**config.mk**
```make
export PLATFORM = sky130hd
export DESIGN_NAME = fps_mass
export DESIGN_NICKNAME = d
export VERILOG_FILES = /design/src/sv/fps_pkg.sv /design/src/sv/fps_mass.sv
export SDC_FILE = /design/constraint.sdc
export NUM_CORES = 2
export LEC_CHECK = 0
export BUFFER_PORTS_ARGS = -buffer_cell sky130_fd_sc_hd__buf_2
export CORE_UTILIZATION = 50
export DETAILED_ROUTE_END_ITERATION = 8
export GPL_TIMING_DRIVEN = 0
export HOLD_SLACK_MARGIN = 0.06
export PLACE_DENSITY = 0.75
export SLEW_MARGIN = 20
export SYNTH_ARGS = -nofsm -noshare
export SYNTH_HDL_FRONTEND = slang
export SYNTH_SLANG_ARGS = --single-unit
```
**constraint.sdc**
```tcl
create_clock -name clock -period 12.05 [get_ports clock]
set_input_delay 1.8075 -clock clock [delete_from_list [all_inputs] [get_ports clock]]
set_output_delay 1.8075 -clock clock [all_outputs]
set_load 0.03 [all_outputs]
```
**src/sv/fps_pkg.sv**
```systemverilog
// Types, constants and helper functions shared by the stencil sweep modules.
package fps_pkg;

   localparam int MAX_POINTS = 512;
   localparam int IDX_W = $clog2(MAX_POINTS);
   localparam logic [IDX_W-1:0] IDX_MAX = IDX_W'(MAX_POINTS - 1);
   localparam logic [IDX_W-1:0] IDX_ONE = IDX_W'(1);
   localparam logic [IDX_W-1:0] IDX_TWO = IDX_W'(2);

   localparam logic [41:0] SUM_MAX = '1;
   localparam logic [39:0] OUT_MAX = '1;

   localparam logic [31:0] DRIFT_GAIN_RST = 32'd135818;
   localparam logic [31:0] DIFFUSION_GAIN_RST = 32'd27163779;
   localparam logic signed [31:0] GRID_ORIGIN_RST = -32'sd536870912;
   localparam logic [30:0] GRID_STEP_RST = 31'd2684355;
   localparam logic signed [31:0] TILT_RST = 32'sd5033165;

   typedef enum logic [2:0] {
      CSR_DRIFT_GAIN,
      CSR_DIFFUSION_GAIN,
      CSR_GRID_ORIGIN,
      CSR_GRID_STEP,
      CSR_TILT
   } csr_index_type;

   typedef enum logic [2:0] {
      ST_IDLE,
      ST_FORCE,
      ST_LANE,
      ST_LOAD,
      ST_SEND
   } state_type;

   typedef enum logic [2:0] {
      JOB_PASS_W0,
      JOB_PASS_A,
      JOB_FIRST,
      JOB_INNER,
      JOB_EDGE
   } job_type;

   typedef enum logic [1:0] {
      FT_GC,
      FT_G0,
      FT_GM,
      FT_DONE
   } force_tag_type;

   typedef enum logic [3:0] {
      LS_IDLE,
      LS_MUL_P1,
      LS_MUL_P2,
      LS_MUL_P3,
      LS_FORM,
      LS_DRIFT_LO,
      LS_DRIFT_HI,
      LS_DIFF_LO,
      LS_DIFF_HI,
      LS_SUM
   } lane_step_type;

   typedef struct packed {
      logic signed [31:0] sample_a;
      logic signed [31:0] sample_b;
      logic               first_point;
      logic               last_point_in;
   } req_type;

   typedef struct packed {
      logic signed [31:0] new_a;
      logic signed [31:0] new_b;
      logic [8:0]         point_index;
      logic               end_of_sweep;
      logic [39:0]        distance;
      logic [39:0]        mass_a;
      logic [39:0]        mass_b;
   } rsp_type;

   typedef struct packed {
      logic             issue;
      force_tag_type    tag;
      logic [IDX_W-1:0] idx;
   } force_req_type;

   typedef struct packed {
      logic               valid;
      force_tag_type      tag;
      logic signed [31:0] g;
   } force_rsp_type;

   typedef struct packed {
      logic    start;
      job_type mode;
   } lane_ctrl_type;

   typedef struct packed {
      logic acc;
      logic restart;
      logic finish;
   } mass_ctrl_type;

   function automatic logic signed [31:0] sat32(input logic signed [63:0] v);
      logic signed [31:0] r;
      if (v > 64'sd2147483647) begin
         r = 32'sh7fffffff;
      end else if (v < -64'sd2147483648) begin
         r = 32'sh80000000;
      end else begin
         r = v[31:0];
      end
      return r;
   endfunction

   function automatic logic [41:0] sat_add(input logic [41:0] s, input logic [32:0] v);
      logic [42:0] t;
      t = {1'b0, s} + {10'b0, v};
      return t[42] ? SUM_MAX : t[41:0];
   endfunction

endpackage

```
**src/sv/fps_mass.sv**
```systemverilog
// Running L1 distance and mass sums, scaled by the grid step at the end of a sweep.
module fps_mass (
   input  logic                   clock,
   input  logic                   reset,
   input  fps_pkg::mass_ctrl_type ctrl,
   input  logic signed [31:0]     a,
   input  logic signed [31:0]     b,
   input  logic [30:0]            step,
   output logic [39:0]            l1_dist,
   output logic [39:0]            mass_a,
   output logic [39:0]            mass_b,
   output logic                   done
);

   logic [41:0]        dsum_ff, asum_ff, bsum_ff;
   logic [41:0]        dbase, abase, bbase;
   logic signed [32:0] da;
   logic [32:0]        ad, aa, ab;
   logic [2:0]         sc_ff;
   logic [20:0]        op;
   logic [51:0]        prod_ff, hi_ff;
   logic [72:0]        tot;
   logic [39:0]        scaled;
   logic [39:0]        dist_ff, ma_ff, mb_ff;
   logic               done_ff;

   always_comb begin
      da    = 33'(a) - 33'(b);
      ad    = da[32] ? 33'(-da) : 33'(da);
      aa    = a[31] ? 33'(-33'(a)) : 33'(a);
      ab    = b[31] ? 33'(-33'(b)) : 33'(b);
      dbase = ctrl.restart ? '0 : dsum_ff;
      abase = ctrl.restart ? '0 : asum_ff;
      bbase = ctrl.restart ? '0 : bsum_ff;
      case (sc_ff)
         3'd1:    op = dsum_ff[41:21];
         3'd2:    op = dsum_ff[20:0];
         3'd3:    op = asum_ff[41:21];
         3'd4:    op = asum_ff[20:0];
         3'd5:    op = bsum_ff[41:21];
         3'd6:    op = bsum_ff[20:0];
         default: op = '0;
      endcase
      tot    = {hi_ff, 21'b0} + 73'(prod_ff);
      scaled = (|tot[72:68]) ? fps_pkg::OUT_MAX : tot[67:28];
   end

   always_ff @(posedge clock) begin
      if (reset) begin
         dsum_ff <= '0;
         asum_ff <= '0;
         bsum_ff <= '0;
         sc_ff   <= '0;
         done_ff <= 1'b0;
      end else begin
         if (ctrl.acc) begin
            dsum_ff <= fps_pkg::sat_add(dbase, ad);
            asum_ff <= fps_pkg::sat_add(abase, aa);
            bsum_ff <= fps_pkg::sat_add(bbase, ab);
            done_ff <= 1'b0;
            sc_ff   <= ctrl.finish ? 3'd1 : 3'd0;
         end else if (sc_ff != 3'd0) begin
            sc_ff   <= sc_ff + 3'd1;
            if (sc_ff == 3'd7) begin
               done_ff <= 1'b1;
            end
         end
      end
      prod_ff <= 52'(op) * 52'(step);
      if (!sc_ff[0]) begin
         hi_ff <= prod_ff;
      end
      case (sc_ff)
         3'd3:    dist_ff <= scaled;
         3'd5:    ma_ff   <= scaled;
         3'd7:    mb_ff   <= scaled;
         default: ;
      endcase
   end

   assign l1_dist = dist_ff;
   assign mass_a  = ma_ff;
   assign mass_b  = mb_ff;
   assign done    = done_ff;

endmodule

```
**Word level (Yosys, flattened, before mapping)**

Index checks and enable logic that the tools add are counted.

- Flip-flop bits (word level): 354
- Input port bits: 100
- Word-level logic and storage cells: 46

- $add $sub $neg: 9
- Multipliers: 1
- Equal/unequal tests: 7
- Multiplexer cells: 14
- Reduce and logical (&&, ||, !) cells: 5

Operator list:

| cell | count |
|---|---|
| $mux 42 | 6 |
| $add 42x33->43 | 3 |
| $pmux 21 s6 | 1 |
| $mux 33 | 3 |
| $add 73x52->73 | 1 |
| $neg 32->33 | 2 |
| $mul 21x31->52 | 1 |
| $mux 40 | 1 |
| $neg 33->33 | 1 |
| $sub 32x32->33 | 1 |
| $eq 3x3->1 const B | 4 |
| $eq 3x2->1 const B | 2 |
| $mux 3 | 2 |
| $reduce_or 5->1 | 1 |
| $add 3x1->3 const B | 1 |
| $eq 3x1->1 const B | 1 |
| $reduce_bool 3->1 | 1 |
| $reduce_and 2->1 | 1 |
| $reduce_bool 2->1 | 1 |
| $reduce_or 2->1 | 1 |
| $mux 1 | 1 |

**Longest topological paths before layout**

- Depth after elaboration: 5
- Depth in mapped cells: 35

**Least setup slack after synthesis**

Ideal clock, no wire load.

- Path kind: register to register
- From: register sc_ff[0]
- To: register prod_ff[48]
- Setup time: 0.064 ns
- Data arrival time: 9.093 ns
- Data required time: 11.986 ns
- Path slack: 2.893 ns
- Cell stages (with the launch flop): 33
- Cells stage by stage: dfxtp_1 > inv_1 > ha_1 > and2_1 > clkbuf_1 > clkbuf_1 > a22oi_1 > o21ai_0 > clkbuf_1 > nand2_1 > fa_1 > inv_1 > fa_1 > inv_1 > fa_1 > inv_1 > fa_1 > fa_1 > fa_1 > inv_1 > fa_1 > inv_1 > ha_1 > a21oi_1 > o21ai_0 > a21oi_1 > o211ai_1 > o211ai_1 > a21oi_1 > a31oi_1 > o21ai_0 > or4b_2 > nand4_1

- Longest elaborated chain between the ends: 3
- Elaborated cells between the ends (all ways): 8
- Those cells by class: mul (1); eq/ne (6); mux (1)

RTL lines:

| element | line | text |
|---|---|---|
| start, declared | fps_mass.sv:19 | `logic [2:0] sc_ff;` |
| start signal, assigned | fps_mass.sv:61 | `sc_ff <= ctrl.finish ? 3'd1 : 3'd0;` |
| start signal, assigned | fps_mass.sv:63 | `sc_ff <= sc_ff + 3'd1;` |
| $eq 3x3->1, or another cell as far along | fps_mass.sv:35 | `case (sc_ff)` |
| $pmux 21 s6 * | fps_mass.sv:35 |  |
| $mul 21x31->52 * | fps_mass.sv:69 | `prod_ff <= 52'(op) * 52'(step);` |
| end signal, assigned | fps_mass.sv:69 |  |
| end, declared | fps_mass.sv:21 | `logic [51:0] prod_ff, hi_ff;` |

Mark *: on every way between the ends. The rest lies on a longest branch, timed or not.
A chain may end at the register's enable or synchronous reset.

**Worst setup path in the final report**

- From: register sc_ff[2]
- To: register prod_ff[48]

Same word-level chain as after synthesis.

==> parameters.txt <==
Parameter                              Value

STA
  Tightest slew margin relative to the limit ... 0.1696
  Final Cycle Share ... 0.9827
  FMAX ... 84.45 MHz
  Number of failing hold endpoints at the final stage ... 0
  Final setup skew ... 0.04852 ns
  Hold slack final ... 0.3969 ns
  Unrepaired setup endpoints after global routing ... no
  Final count of negative-setup-slack endpoints ... 0
  Pins Over Slew Limit ... 0
  Post-layout min period ... 11.84 ns
  Worst Tran Pin Value ... 1.233 ns

Cells and area
  Share of cells above drive strength 1 ... 0.06998
  Count of filler cells inserted in the layout ... 8061
  Growth of design area from synthesis to finish ... 8.820%
  Number of nets in the finished design ... 6240
  Cell Count, Final, Fillers Out ... 6458

Synthesis
  Post-Syn Area per Cell ... 8.943 µm²
  Area share of the largest cell type after synthesis ... 0.2475
  Ys flop type ... sky130_fd_sc_hd__dfxtp_1
  Number of synthesized flops with an enable pin ... 172
  Cell type contributing the most total cell area after synthesis ... sky130_fd_sc_hd__fa_1
  Post-synth design cell area ... 0.04464 mm²
  Fraction of registers with async set or reset after synthesis ... 0
  Synthesized instance count ... 4992
  Number of different library cells in the post-synthesis netlist ... 96
  List of most frequent post-synthesis cells ... sky130_fd_sc_hd__inv_1, sky130_fd_sc_hd__fa_1, sky130_fd_sc_hd__nand2_1
  Number of warnings reported in the yosys synthesis log ... 0
  Synthesis-stage register bit count ... 354
  Share of the yosys chip area belonging to registers ... 0.1973
  Dominant cells by area after synthesis ... sky130_fd_sc_hd__fa_1, sky130_fd_sc_hd__edfxtp_1, sky130_fd_sc_hd__ha_1, sky130_fd_sc_hd__dfxtp_1, sky130_fd_sc_hd__inv_1
  Most common cell in the synthesized netlist ... sky130_fd_sc_hd__inv_1

Die
  Floorplan die height ... 300.8 µm
  Die Span X ... 300.8 µm
  Core region area ... 0.08837 mm²
  Effective utilization at floorplan ... 0.5052
  Number of primary I/O pins ... 221
  Placement Rows ... 109
  Area of the die ... 0.09049 mm²

Clocking
  H-Tree Level Count ... 2
  Buffer levels on the longest clock path ... 3
  Count of hold buffers inserted by post-cts repair ... 0
  Total CTS buffers ... 39
  Number of buffers added for setup after CTS ... 0
  Clock-pin slew of the registers on the worst-case setup and hold paths ... 0.06 ns
  CTS tree ... yes
  Clock Latency Late Sink ... 0.59 ns
  Root Buffer ... sky130_fd_sc_hd__clkbuf_16
  Count of cells resized by post-cts repair ... 0
  Count of clock tree sinks ... 354

Power
  IR Drop Worst-Case VDD ... 0.09491 mV
  Clk network pwr share ... 0.251
  Combinational fraction of design power ... 0.421
  Internal ... 2.902 mW
  Sw Share ... 0.3961
  Pwr per Cell Area ... 98.92 mW/mm²
  Leakage power figure ... 22.18 nW
  Share of power burned in registers ... 0.328
  Net switching component of the power ... 1.903 mW

Critical path
  Category of the worst setup path launch point ... flop
  Maximum single-stage delay on the critical path ... 0.82 ns
  Worst r2r path cells ... 30
  Data required time at the worst endpoint ... 12.46 ns
  Category of the worst setup path capture point ... flop
  CP Class ... flop to flop
  Most frequent CP cell ... sky130_fd_sc_hd__fa_1
  WP data arrival ... 12.25 ns
  Cell with the largest stage delay on the worst path ... sky130_fd_sc_hd__clkbuf_1
  Crit-path max FO ... 43

Run status
  Result of the run ... finished, final reports clean

GRT
  Gr usage total ... 0.3223
  Via count of the first global-routing pass ... 37050
  Number of antenna violations at the first check in global routing ... 9
  Maximum number of pins on one net before global-route repair ... 44
  Global-route congestion overflow total ... 0
  Wire length of the first global-routing pass ... 220.6 mm

Drt
  Via count of the routed design ... 37980
  Detailed-route wire length ... 147.0 mm
  Number of violations reported at the end of detailed-routing iteration 0 ... 3864
  Number of nets with antenna violations after routing ... 0
  Number of detailed-route iterations in the first pass ... 7
  Routed len/inst ... 22.76 µm
  DRC Markers ... 0
  Via-per-instance ratio ... 5.882

Worst hold path
  Number of cells on the worst hold path ... 0
  Classification of the worst-slack hold path ... flop to flop

Job
  MaxCap Viol Count ... 0

Place
  Number of input and output port buffers inserted ... 219
  Placed wire-length estimate after detailed placement ... 120.0 mm
  Routability congestion estimate ... 1.042
  DP Cell Count ... 6380
==> power groups by stage <==
stage               combinational [mW]  clock, mW  sequential (mW)
floorplan                         1.41          0             1.53
global placement                  1.92          0             1.59
detailed placement                1.96          0             1.60
global route                      2.22       1.27             1.59
CTS                               1.98       1.22             1.57
finish                            2.02       1.21             1.58
==> path summary, 6_finish.rpt <==
| check | start | to | slack [ns] |
|---|---|---|---|
| worst max register to register | sc_ff[2] | prod_ff[48] | 0.21 |
| worst min-delay path | prod_ff[14] | hi_ff[14] | 0.40 |
| worst max-delay path | sc_ff[2] | prod_ff[48] | 0.21 |
| worst min register to register | prod_ff[14] | hi_ff[14] | 0.40 |
==> stage by stage <==
step                total power [mW]  worst slack, ns  setup TNS, ns  instance area [µm²]  utilization
global route                   5.071         0.007875              0                48570       0.5496
detailed placement             3.561           0.5477              0                47280       0.5350
CTS                            4.765           0.5231              0                48560       0.5495
global placement               3.515          -0.3931        -0.9311                47200       0.5341
finish                         4.805           0.2087              0                48580       0.5497
floorplan                      2.946            2.893              0                44650            -
==> critical path: cells and delay by family (launching register included) <==
kind,cells,cell delay [ns]
AND/OR/NAND/NOR,5,1.12
AO/OA/AOI/OAI,7,2.53
buffers and inverters,9,3.02
adder cells (fa/ha/maj),9,4.66
flip-flops,1,0.32
==> layout make-up <==
class | instances | area [µm²] | area share
clock buffer | 47 | 1047 | 0.02156
sequential | 354 | 8808 | 0.1813
buffer | 257 | 1010 | 0.02078
timing repair buffer | 222 | 1156 | 0.02380
antenna | 6 | 15.01 | 0.0003091
clock inverter | 25 | 234.0 | 0.004816
tap | 1165 | 1458 | 0.03000
multi-input combinational | 3685 | 32240 | 0.6636
inverter | 697 | 2616 | 0.05385
==> per-layer routing <==
metal | wire, µm | GRT usage | vias up
li1 | - | - | 17140
met1 | 61640 | 0.4497 | 18530
met2 | 60610 | 0.4628 | 1988
met3 | 18210 | 0.09928 | 318
met4 | 6460 | 0.1305 | 8
met5 | 59 | 0 | -
==> flip-flops by register name (all words and copies together) (netlist names) <==
register  flops
sc_ff         3
prod_ff      52
done          1
asum_ff      42
dsum_ff      42
hi_ff        52
l1_dist      40
mass_a       40
bsum_ff      42
mass_b       40
==> cells in the final DEF, fill, tap and decap left out, drive strengths merged, types with 80 or more instances in the layout <==
master  count
dfxtp     182
buf       237
nor2b     118
inv       700
fa        552
nor2      247
and2      366
nand3     102
edfxtp    172
nand2     486
a21o      115
xor2       80
o21ai     139
clkbuf    289
a21oi     212
xnor2     196
ha        332
==> logic make-up (layout without fill, tap and decap cells) <==
family / count (synthesis) / count (layout) / synth area share
AOI/OAI and AO/OA: 919 / 919 / 0.1417
xor gates and xnor gates: 276 / 276 / 0.05415
adders and majority gates: 884 / 884 / 0.3406
buffers and inverters: 954 / 1248 / 0.08119
DFF: 354 / 354 / 0.1973
muxes: 25 / 25 / 0.006166
other: 1 / 8 / 0.00008400
and+or+nand+nor: 1579 / 1579 / 0.1788
Power figures use the tool's default switching activity.
