[config.mk]
export PLATFORM = sky130hd
export DESIGN_NAME = fps_lane
export DESIGN_NICKNAME = d
export VERILOG_FILES = /design/src/sv/fps_pkg.sv /design/src/sv/fps_lane.sv
export SDC_FILE = /design/constraint.sdc
export NUM_CORES = 2
export LEC_CHECK = 0
export BUFFER_PORTS_ARGS = -buffer_cell sky130_fd_sc_hd__buf_2
export CORE_UTILIZATION = 50
export DETAILED_ROUTE_END_ITERATION = 10
export GPL_TIMING_DRIVEN = 0
export PLACE_DENSITY = 0.71
export RECOVER_POWER = 100
export SLEW_MARGIN = 15
export SYNTH_ARGS = -nofsm -noshare
export SYNTH_HDL_FRONTEND = slang
export SYNTH_SLANG_ARGS = --single-unit
export TNS_END_PERCENT = 30
[constraint.sdc]
create_clock -name clock -period 10.8 [get_ports clock]
set_input_delay 3.24 -clock clock [delete_from_list [all_inputs] [get_ports clock]]
set_output_delay 3.24 -clock clock [all_outputs]
set_load 0.01 [all_outputs]
[src/sv/fps_pkg.sv]
// Types, constants and helper functions shared by the stencil sweep modules.
package fps_pkg;

   localparam int MAX_POINTS = 512;
   localparam int IDX_W = $clog2(MAX_POINTS);
   localparam logic [IDX_W-1:0] IDX_MAX = IDX_W'(MAX_POINTS - 1);
   localparam logic [IDX_W-1:0] IDX_ONE = IDX_W'(1);
   localparam logic [IDX_W-1:0] IDX_TWO = IDX_W'(2);

   localparam logic [41:0] SUM_MAX = '1;
   localparam logic [39:0] OUT_MAX = '1;

   localparam logic [31:0] DRIFT_GAIN_RST = 32'd135818;
   localparam logic [31:0] DIFFUSION_GAIN_RST = 32'd27163779;
   localparam logic signed [31:0] GRID_ORIGIN_RST = -32'sd536870912;
   localparam logic [30:0] GRID_STEP_RST = 31'd2684355;
   localparam logic signed [31:0] TILT_RST = 32'sd5033165;

   typedef enum logic [2:0] {
      CSR_DRIFT_GAIN,
      CSR_DIFFUSION_GAIN,
      CSR_GRID_ORIGIN,
      CSR_GRID_STEP,
      CSR_TILT
   } csr_index_type;

   typedef enum logic [2:0] {
      ST_IDLE,
      ST_FORCE,
      ST_LANE,
      ST_LOAD,
      ST_SEND
   } state_type;

   typedef enum logic [2:0] {
      JOB_PASS_W0,
      JOB_PASS_A,
      JOB_FIRST,
      JOB_INNER,
      JOB_EDGE
   } job_type;

   typedef enum logic [1:0] {
      FT_GC,
      FT_G0,
      FT_GM,
      FT_DONE
   } force_tag_type;

   typedef enum logic [3:0] {
      LS_IDLE,
      LS_MUL_P1,
      LS_MUL_P2,
      LS_MUL_P3,
      LS_FORM,
      LS_DRIFT_LO,
      LS_DRIFT_HI,
      LS_DIFF_LO,
      LS_DIFF_HI,
      LS_SUM
   } lane_step_type;

   typedef struct packed {
      logic signed [31:0] sample_a;
      logic signed [31:0] sample_b;
      logic               first_point;
      logic               last_point_in;
   } req_type;

   typedef struct packed {
      logic signed [31:0] new_a;
      logic signed [31:0] new_b;
      logic [8:0]         point_index;
      logic               end_of_sweep;
      logic [39:0]        distance;
      logic [39:0]        mass_a;
      logic [39:0]        mass_b;
   } rsp_type;

   typedef struct packed {
      logic             issue;
      force_tag_type    tag;
      logic [IDX_W-1:0] idx;
   } force_req_type;

   typedef struct packed {
      logic               valid;
      force_tag_type      tag;
      logic signed [31:0] g;
   } force_rsp_type;

   typedef struct packed {
      logic    start;
      job_type mode;
   } lane_ctrl_type;

   typedef struct packed {
      logic acc;
      logic restart;
      logic finish;
   } mass_ctrl_type;

   function automatic logic signed [31:0] sat32(input logic signed [63:0] v);
      logic signed [31:0] r;
      if (v > 64'sd2147483647) begin
         r = 32'sh7fffffff;
      end else if (v < -64'sd2147483648) begin
         r = 32'sh80000000;
      end else begin
         r = v[31:0];
      end
      return r;
   endfunction

   function automatic logic [41:0] sat_add(input logic [41:0] s, input logic [32:0] v);
      logic [42:0] t;
      t = {1'b0, s} + {10'b0, v};
      return t[42] ? SUM_MAX : t[41:0];
   endfunction

endpackage

[src/sv/fps_lane.sv]
// One lane: forms drift and diffusion terms with a single shared multiplier.
module fps_lane (
   input  logic                   clock,
   input  logic                   reset,
   input  fps_pkg::lane_ctrl_type ctrl,
   input  logic signed [31:0]     p_cur,
   input  logic signed [31:0]     p_prev,
   input  logic signed [31:0]     p_old,
   input  logic signed [31:0]     gc,
   input  logic signed [31:0]     g0,
   input  logic signed [31:0]     gm,
   input  logic [31:0]            drift,
   input  logic [31:0]            diff,
   output logic                   done,
   output logic signed [31:0]     result
);

   fps_pkg::lane_step_type st_ff, st_in;

   logic signed [32:0] op_a, op_b;
   logic signed [65:0] prod_ff;
   logic signed [39:0] p1_ff, p2_ff, p3;
   logic signed [41:0] f_ff, l_ff, f_in, l_in;
   logic signed [31:0] base_ff, base_in;
   logic [31:0]        hi32_ff;
   logic signed [47:0] dterm_ff;
   logic signed [63:0] total;
   logic signed [31:0] res_ff;
   logic               done_ff;

   always_comb begin
      case (st_ff)
         fps_pkg::LS_IDLE:     st_in = ctrl.start ? fps_pkg::LS_MUL_P1 : fps_pkg::LS_IDLE;
         fps_pkg::LS_MUL_P1:   st_in = fps_pkg::LS_MUL_P2;
         fps_pkg::LS_MUL_P2:   st_in = fps_pkg::LS_MUL_P3;
         fps_pkg::LS_MUL_P3:   st_in = fps_pkg::LS_FORM;
         fps_pkg::LS_FORM:     st_in = fps_pkg::LS_DRIFT_LO;
         fps_pkg::LS_DRIFT_LO: st_in = fps_pkg::LS_DRIFT_HI;
         fps_pkg::LS_DRIFT_HI: st_in = fps_pkg::LS_DIFF_LO;
         fps_pkg::LS_DIFF_LO:  st_in = fps_pkg::LS_DIFF_HI;
         fps_pkg::LS_DIFF_HI:  st_in = fps_pkg::LS_SUM;
         default:              st_in = fps_pkg::LS_IDLE;
      endcase
   end

   always_comb begin
      case (st_ff)
         fps_pkg::LS_MUL_P1: begin
            op_a = 33'(p_cur);
            op_b = 33'(gc);
         end
         fps_pkg::LS_MUL_P2: begin
            op_a = 33'(p_old);
            op_b = 33'(gm);
         end
         fps_pkg::LS_MUL_P3: begin
            op_a = 33'(p_prev);
            op_b = 33'(g0);
         end
         fps_pkg::LS_DRIFT_LO: begin
            op_a = $signed({1'b0, f_ff[31:0]});
            op_b = $signed({1'b0, drift});
         end
         fps_pkg::LS_DRIFT_HI: begin
            op_a = 33'($signed(f_ff[41:32]));
            op_b = $signed({1'b0, drift});
         end
         fps_pkg::LS_DIFF_LO: begin
            op_a = $signed({1'b0, l_ff[31:0]});
            op_b = $signed({1'b0, diff});
         end
         fps_pkg::LS_DIFF_HI: begin
            op_a = 33'($signed(l_ff[41:32]));
            op_b = $signed({1'b0, diff});
         end
         default: begin
            op_a = '0;
            op_b = '0;
         end
      endcase
   end

   always_comb begin
      p3 = $signed(prod_ff[63:24]);
      case (ctrl.mode)
         fps_pkg::JOB_FIRST: begin
            f_in    = 42'(p1_ff) + 42'(p3);
            l_in    = 42'(p_cur) - 42'(p_prev);
            base_in = p_prev;
         end
         fps_pkg::JOB_INNER: begin
            f_in    = 42'(p1_ff) - 42'(p2_ff);
            l_in    = 42'(p_old) + 42'(p_cur) - (42'(p_prev) <<< 1);
            base_in = p_prev;
         end
         fps_pkg::JOB_EDGE: begin
            f_in    = -42'(p1_ff) - 42'(p3);
            l_in    = 42'(p_prev) - 42'(p_cur);
            base_in = p_cur;
         end
         default: begin
            f_in    = '0;
            l_in    = '0;
            base_in = p_cur;
         end
      endcase
      total = 64'(base_ff) + 64'(dterm_ff) + 64'($signed(prod_ff[47:0]))
            + 64'($signed({1'b0, hi32_ff}));
   end

   always_ff @(posedge clock) begin
      if (reset) begin
         st_ff   <= fps_pkg::LS_IDLE;
         done_ff <= 1'b0;
      end else begin
         st_ff   <= st_in;
         done_ff <= (st_ff == fps_pkg::LS_SUM);
      end
      prod_ff <= 66'(op_a) * 66'(op_b);
      case (st_ff)
         fps_pkg::LS_MUL_P2:   p1_ff <= $signed(prod_ff[63:24]);
         fps_pkg::LS_MUL_P3:   p2_ff <= $signed(prod_ff[63:24]);
         fps_pkg::LS_FORM: begin
            f_ff    <= f_in;
            l_ff    <= l_in;
            base_ff <= base_in;
         end
         fps_pkg::LS_DRIFT_HI: hi32_ff <= prod_ff[63:32];
         fps_pkg::LS_DIFF_LO: begin
            dterm_ff <= $signed(prod_ff[47:0]) + $signed({16'b0, hi32_ff});
         end
         fps_pkg::LS_DIFF_HI:  hi32_ff <= prod_ff[63:32];
         fps_pkg::LS_SUM:      res_ff <= fps_pkg::sat32(total);
         default:              ;
      endcase
   end

   assign done   = done_ff;
   assign result = res_ff;

endmodule

# Word-level counts from Yosys, hierarchy flattened
# Cells that the tools add are included.
# op_classes
add_sub_neg	12
n_mux	8
multipliers	1
n_eq_ne	12
order_cmp	2
reduce_logical	5
# ops
op	count
$pmux W42 S3	2
$pmux W33 S7	1
$pmux W33 S5	1
$sub A32 B32 Y33	2
$mul A33 B33 Y64	1
$mux W32	2
$add A50 B33 Y51	1
$gt A51 B32 Y1 const B	1
$lt A51 B32 Y1 const B	1
$add A49 B48 Y50	1
$add A32 B48 Y49	1
$add A48 B33 Y48	1
$neg A40 Y42	1
$sub A42 B40 Y42	1
$add A40 B40 Y41	1
$sub A40 B40 Y41	1
$pmux W4 S9	1
$sub A33 B33 Y34	1
$add A32 B32 Y33	1
$eq A4 B3 Y1 const B	4
$eq A4 B2 Y1 const B	2
$eq A4 B4 Y1 const B	2
$reduce_or A2 Y1	4
$eq A3 B2 Y1 const B	2
other kinds (4)	4
# word_totals
ff_bits	377
in_bits	262

# Longest topological paths before layout
# logic_depth
ltp_word	5
ltp_mapped	41

# Worst setup path before layout
# OpenSTA, ideal clock, no wires.
# synth_timing
kind	input to register
start	input gc[9]
end	register prod_ff[61]
path_buffers	1
stages	32
arrival_ns	11.253
required_time_ns	10.664
path_slack_ns	-0.589
setup_time_ns	0.136
cell_sequence	a22oi_1 nand2_1 a221oi_1 clkbuf_1 nor2_1 fa_1 inv_1 fa_1 fa_1 inv_1 fa_1 inv_1 fa_1 inv_1 fa_1 fa_1 inv_1 fa_1 inv_1 ha_1 o21ai_0 o21ai_0 a41o_1 o2bb2ai_1 a211o_1 nor3b_1 a211oi_1 a21oi_1 o22ai_1 o221ai_1 o41ai_1 xor2_1
# synth_via
elab_chain_cells	2
# synth_lines
element	line_no	text
from (decl)	fps_lane.sv:9	input logic signed [31:0] gc,
$pmux W33 S5	fps_lane.sv:47	case (st_ff)
$mul A33 B33 Y64	fps_lane.sv:119	prod_ff <= 66'(op_a) * 66'(op_b);
to (signal assigned)	fps_lane.sv:119	
to (decl)	fps_lane.sv:21	logic signed [65:0] prod_ff;
# No other way between the ends.
# A chain may end at the register's enable or synchronous reset.

# Worst setup path after layout
# layout_timing
start	input p_cur[7]
end	register prod_ff[59]
# layout_via
elab_chain_cells	2
# layout_lines
element	line_no	text
from (decl)	fps_lane.sv:6	input logic signed [31:0] p_cur,
$pmux W33 S7	fps_lane.sv:47	
$mul A33 B33 Y64	fps_lane.sv:119	
# No other way between the ends.

==> metrics <==
Max Slew Vio Count=95; crit end category=flop; reg2reg start=st_ff[2]; top_reg_cell synth=edfxtp_1; clock sinks=between 300 and 400; slowest CP cell=fa_2; maximum vdd drop=about 570 uV; # nets final=10500; port bufs=293; Setup WS post-layout=-475 ps; status=complete, but fails checks; Setup TNS=-5530 ps; CTS Buf Count=46; relative slew slack=-59.9%; main area contributors after synthesis=fa_1, edfxtp_1, ha_1, inv_1, nand2_1; die area=0.143 sq mm; Crit path arrival time=~12000 ps; Worst-Margin Slew=~2400 ps; CTS tree=built; CTS Buffer Depth=3; synthesized area per cell=around 9 sq um; Setup CP Type=input pin to flop; end of the critical path=prod_ff[59]; antenna violations before repair=42; crit share post-route=104%; pwr dens=263 mW/mm^2; yosys warns=0; Yosys top cell area share=a little over a third; fillers=12500; wire per inst=approximately 33 um; first-pass GRT wire length=467 mm; r2r setup slk=-400 ps; FMAX=between 0.08 and 0.09 GHz; vias in the first global route=63200; RSZ-0062 raised after global routing=yes; final std cells w/o fill=approximately 10000; post-synthesis cell type count=96; Post-Syn Area=0.0706 sq mm; CP startpoint=p_cur[7]; initial core utilization=50.5%; Data required, critical path=11330 ps; violated checks=capacitance limit, slew limit, setup timing; CP Max Fanout=10; DRT iter0 DRCs=between 8000 and 9000; Mapped Cells=7814; area grow syn2layout=16.2%; Post-synth EDFFs=300; final hold vios=0; Via Count=64400; post-synth top area cell=fa_1; Area after DPL=0.0754 sq mm; final core utilization=58.6%; most used cell, CP=fa_1; Row Count=around 140; Hold Crit Class=flop to flop; DRT antenna net count=0; number of synthesized register bits=369; Vias per Instance=6.22; r2r endpoint=prod_ff[60]; Startpoint Class=input pin; Clock Latency Late Sink=650 ps; Tmin final=about 11000 ps; total wire length=between 300 and 400 mm; gpl congestion=about 1.1; Setup-failing EPs final=20; Die Ht=378 um; CP peak stage delay=between 500 and 600 ps; placed cell count=10000; Leak Pwr=39.2 nW; hold-fix buffer count after cts=0; FF-to-FF path depth=37; largest net degree at the start of global routing=40; core area=0.140 sq mm; sequential area share after synthesis=14.7%; GRT Resource Usage Total=47.4%; DR DRC count=0; Layout Skew=53.4 ps; Boundary Pins=295; design area=0.0820 sq mm; CTS H-Tree Depth=2; TritonRoute pass-1 iters=7; CTS root buf=clkbuf_16; share of synthesized registers carrying an async set or reset=0%; HPWL after detailed placement=278 mm; fraction of layout cells with a size suffix above 1=between 10% and 20%; clk slew on worst S/H paths=70 ps; # Max-Cap Violations=4; grt ovf=0; Syn Nets=9887; die width=378 um
[sequential cells by signal, summed over array words and instances, names as in the netlist]
register  count
base_ff      32
f_ff         42
prod_ff      64
p2_ff        40
hi32_ff      32
st_ff         4
p1_ff        40
done          1
l_ff         34
result       32
dterm_ff     48
[synth_stat cells (10+ instances only)]
| cell | count |
|---|---|
| buf_1 | 14 |
| nand2_1 | 971 |
| a221o_1 | 34 |
| xnor2_1 | 179 |
| nor2b_1 | 36 |
| nand3b_1 | 11 |
| edfxtp_1 | 300 |
| o21ai_0 | 266 |
| nor2_1 | 634 |
| a31oi_1 | 29 |
| a211o_1 | 10 |
| a221oi_1 | 74 |
| xor2_1 | 106 |
| or2_2 | 16 |
| ha_1 | 568 |
| o211ai_1 | 22 |
| a22oi_1 | 88 |
| and4_1 | 37 |
| a21o_1 | 179 |
| nand2b_1 | 84 |
| or3_1 | 11 |
| o221a_2 | 14 |
| a31o_2 | 10 |
| fa_1 | 1243 |
| mux2i_1 | 12 |
| and2_1 | 60 |
| o21a_1 | 41 |
| o21bai_1 | 41 |
| dfxtp_1 | 69 |
| inv_1 | 1486 |
| nand3_1 | 74 |
| a211oi_1 | 34 |
| o22ai_1 | 54 |
| nand4_1 | 74 |
| nor4_1 | 11 |
| and3_1 | 34 |
| clkbuf_1 | 317 |
| nor3_1 | 53 |
| o31ai_1 | 25 |
| a21oi_1 | 331 |
[cells by family after synthesis]
| family | Yosys count | share of synthesized area (%) |
|---|---|---|
| DFF | 369 | 14.7 |
| xor gates and xnor gates | 285 | 3.54 |
| and+or+nand+nor | 2126 | 13.2 |
| muxes | 12 | 0.170 |
| adders and majority gates | 1811 | 45.3 |
| buffers and inverters | 1827 | 9.76 |
| AOI/OAI and AO/OA | 1384 | 13.4 |
[worst max-delay path, delay by kind of cell]
family / cells / cell delay [ps]
buffers and inverters: 10 / 1120
adders and majority gates: 9 / 4450
and+or+nand+nor: 7 / 1200
xor gates and xnor gates: 1 / 140
AOI/OAI and AO/OA: 6 / 1590
[through the flow]
stage                     worst slack, ps  hold slack (ps)  total power, W
after CTS                            -549              552          0.0205
after floorplan                     -40.0              471          0.0126
final                                -475              547          0.0216
after global routing                 -759              559          0.0228
after detailed placement            -4430              569          0.0177
after global placement              -7280              562          0.0176
[worst min path at each step]
stage | start | endpoint | slack (ps) | depth (start not counted)
floorplan | prod_ff[48] | hi32_ff[16] | 470 | 0
global placement | prod_ff[53] | p2_ff[29] | 560 | 0
detailed placement | prod_ff[51] | p2_ff[27] | 570 | 0
CTS | prod_ff[51] | hi32_ff[19] | 550 | 0
global route | prod_ff[51] | hi32_ff[19] | 560 | 0
finish | prod_ff[51] | hi32_ff[19] | 550 | 0
[where the power goes]
group | leakage [nW] | total [W] | internal, W | switching [W]
Clock | 0.771 | 0.00169 | 0.000961 | 0.000729
Combinational | 35.2 | 0.0174 | 0.00671 | 0.0107
Sequential | 3.30 | 0.00251 | 0.00199 | 0.000513
Total | 39.2 | 0.0216 | 0.00966 | 0.0119
[layer usage]
metal,track usage (%),wire length [um]
met5,0.686,289
met4,28.6,25300
met3,18.6,50700
met2,66.5,137000
met1,61.3,126000
[layout make-up]
type                            count  area, sq um  share of cell area, %
Antenna cell                       28         70.1                 0.0854
Tap cell                         1876         2350                   2.86
Clock buffer                       58         1230                   1.50
Multi-Input combinational cell   5618        55100                   67.1
Inverter                         1488         5600                   6.83
Sequential cell                   369        10400                   12.7
Timing Repair Buffer              580         4310                   5.25
Buffer                            303         2660                   3.24
Clock inverter                     28          357                  0.435
[repair_timing]
item                                   CTS  global route
gates cloned                             0             1
setup endpoints to repair               53            29
endpoints found under the hold margin    0             0
buffers inserted                       197            47
gates resized for setup                693           177
pin swaps                              148            90
[placed cells by master, fill, tap and decap left out, types with 40 or more instances in the layout]
cell       instances
o21ai_0          259
and2_1            56
clkbuf_1         181
clkbuf_16         80
xnor2_1          178
buf_4            222
nand3_1           62
dfxtp_1           69
xor2_1           106
fa_1            1203
nand2b_1          83
edfxtp_1         300
clkbuf_8          40
a21o_1           178
nand2_1          955
o22ai_1           52
o21bai_1          41
fa_2              40
buf_12            40
nor3_1            48
a22oi_1           72
a21oi_1          319
ha_1             548
nand4_1           74
nor2_1           620
inv_1           1455
o21a_1            40
buf_2            237
Power figures use the tool's default switching activity.
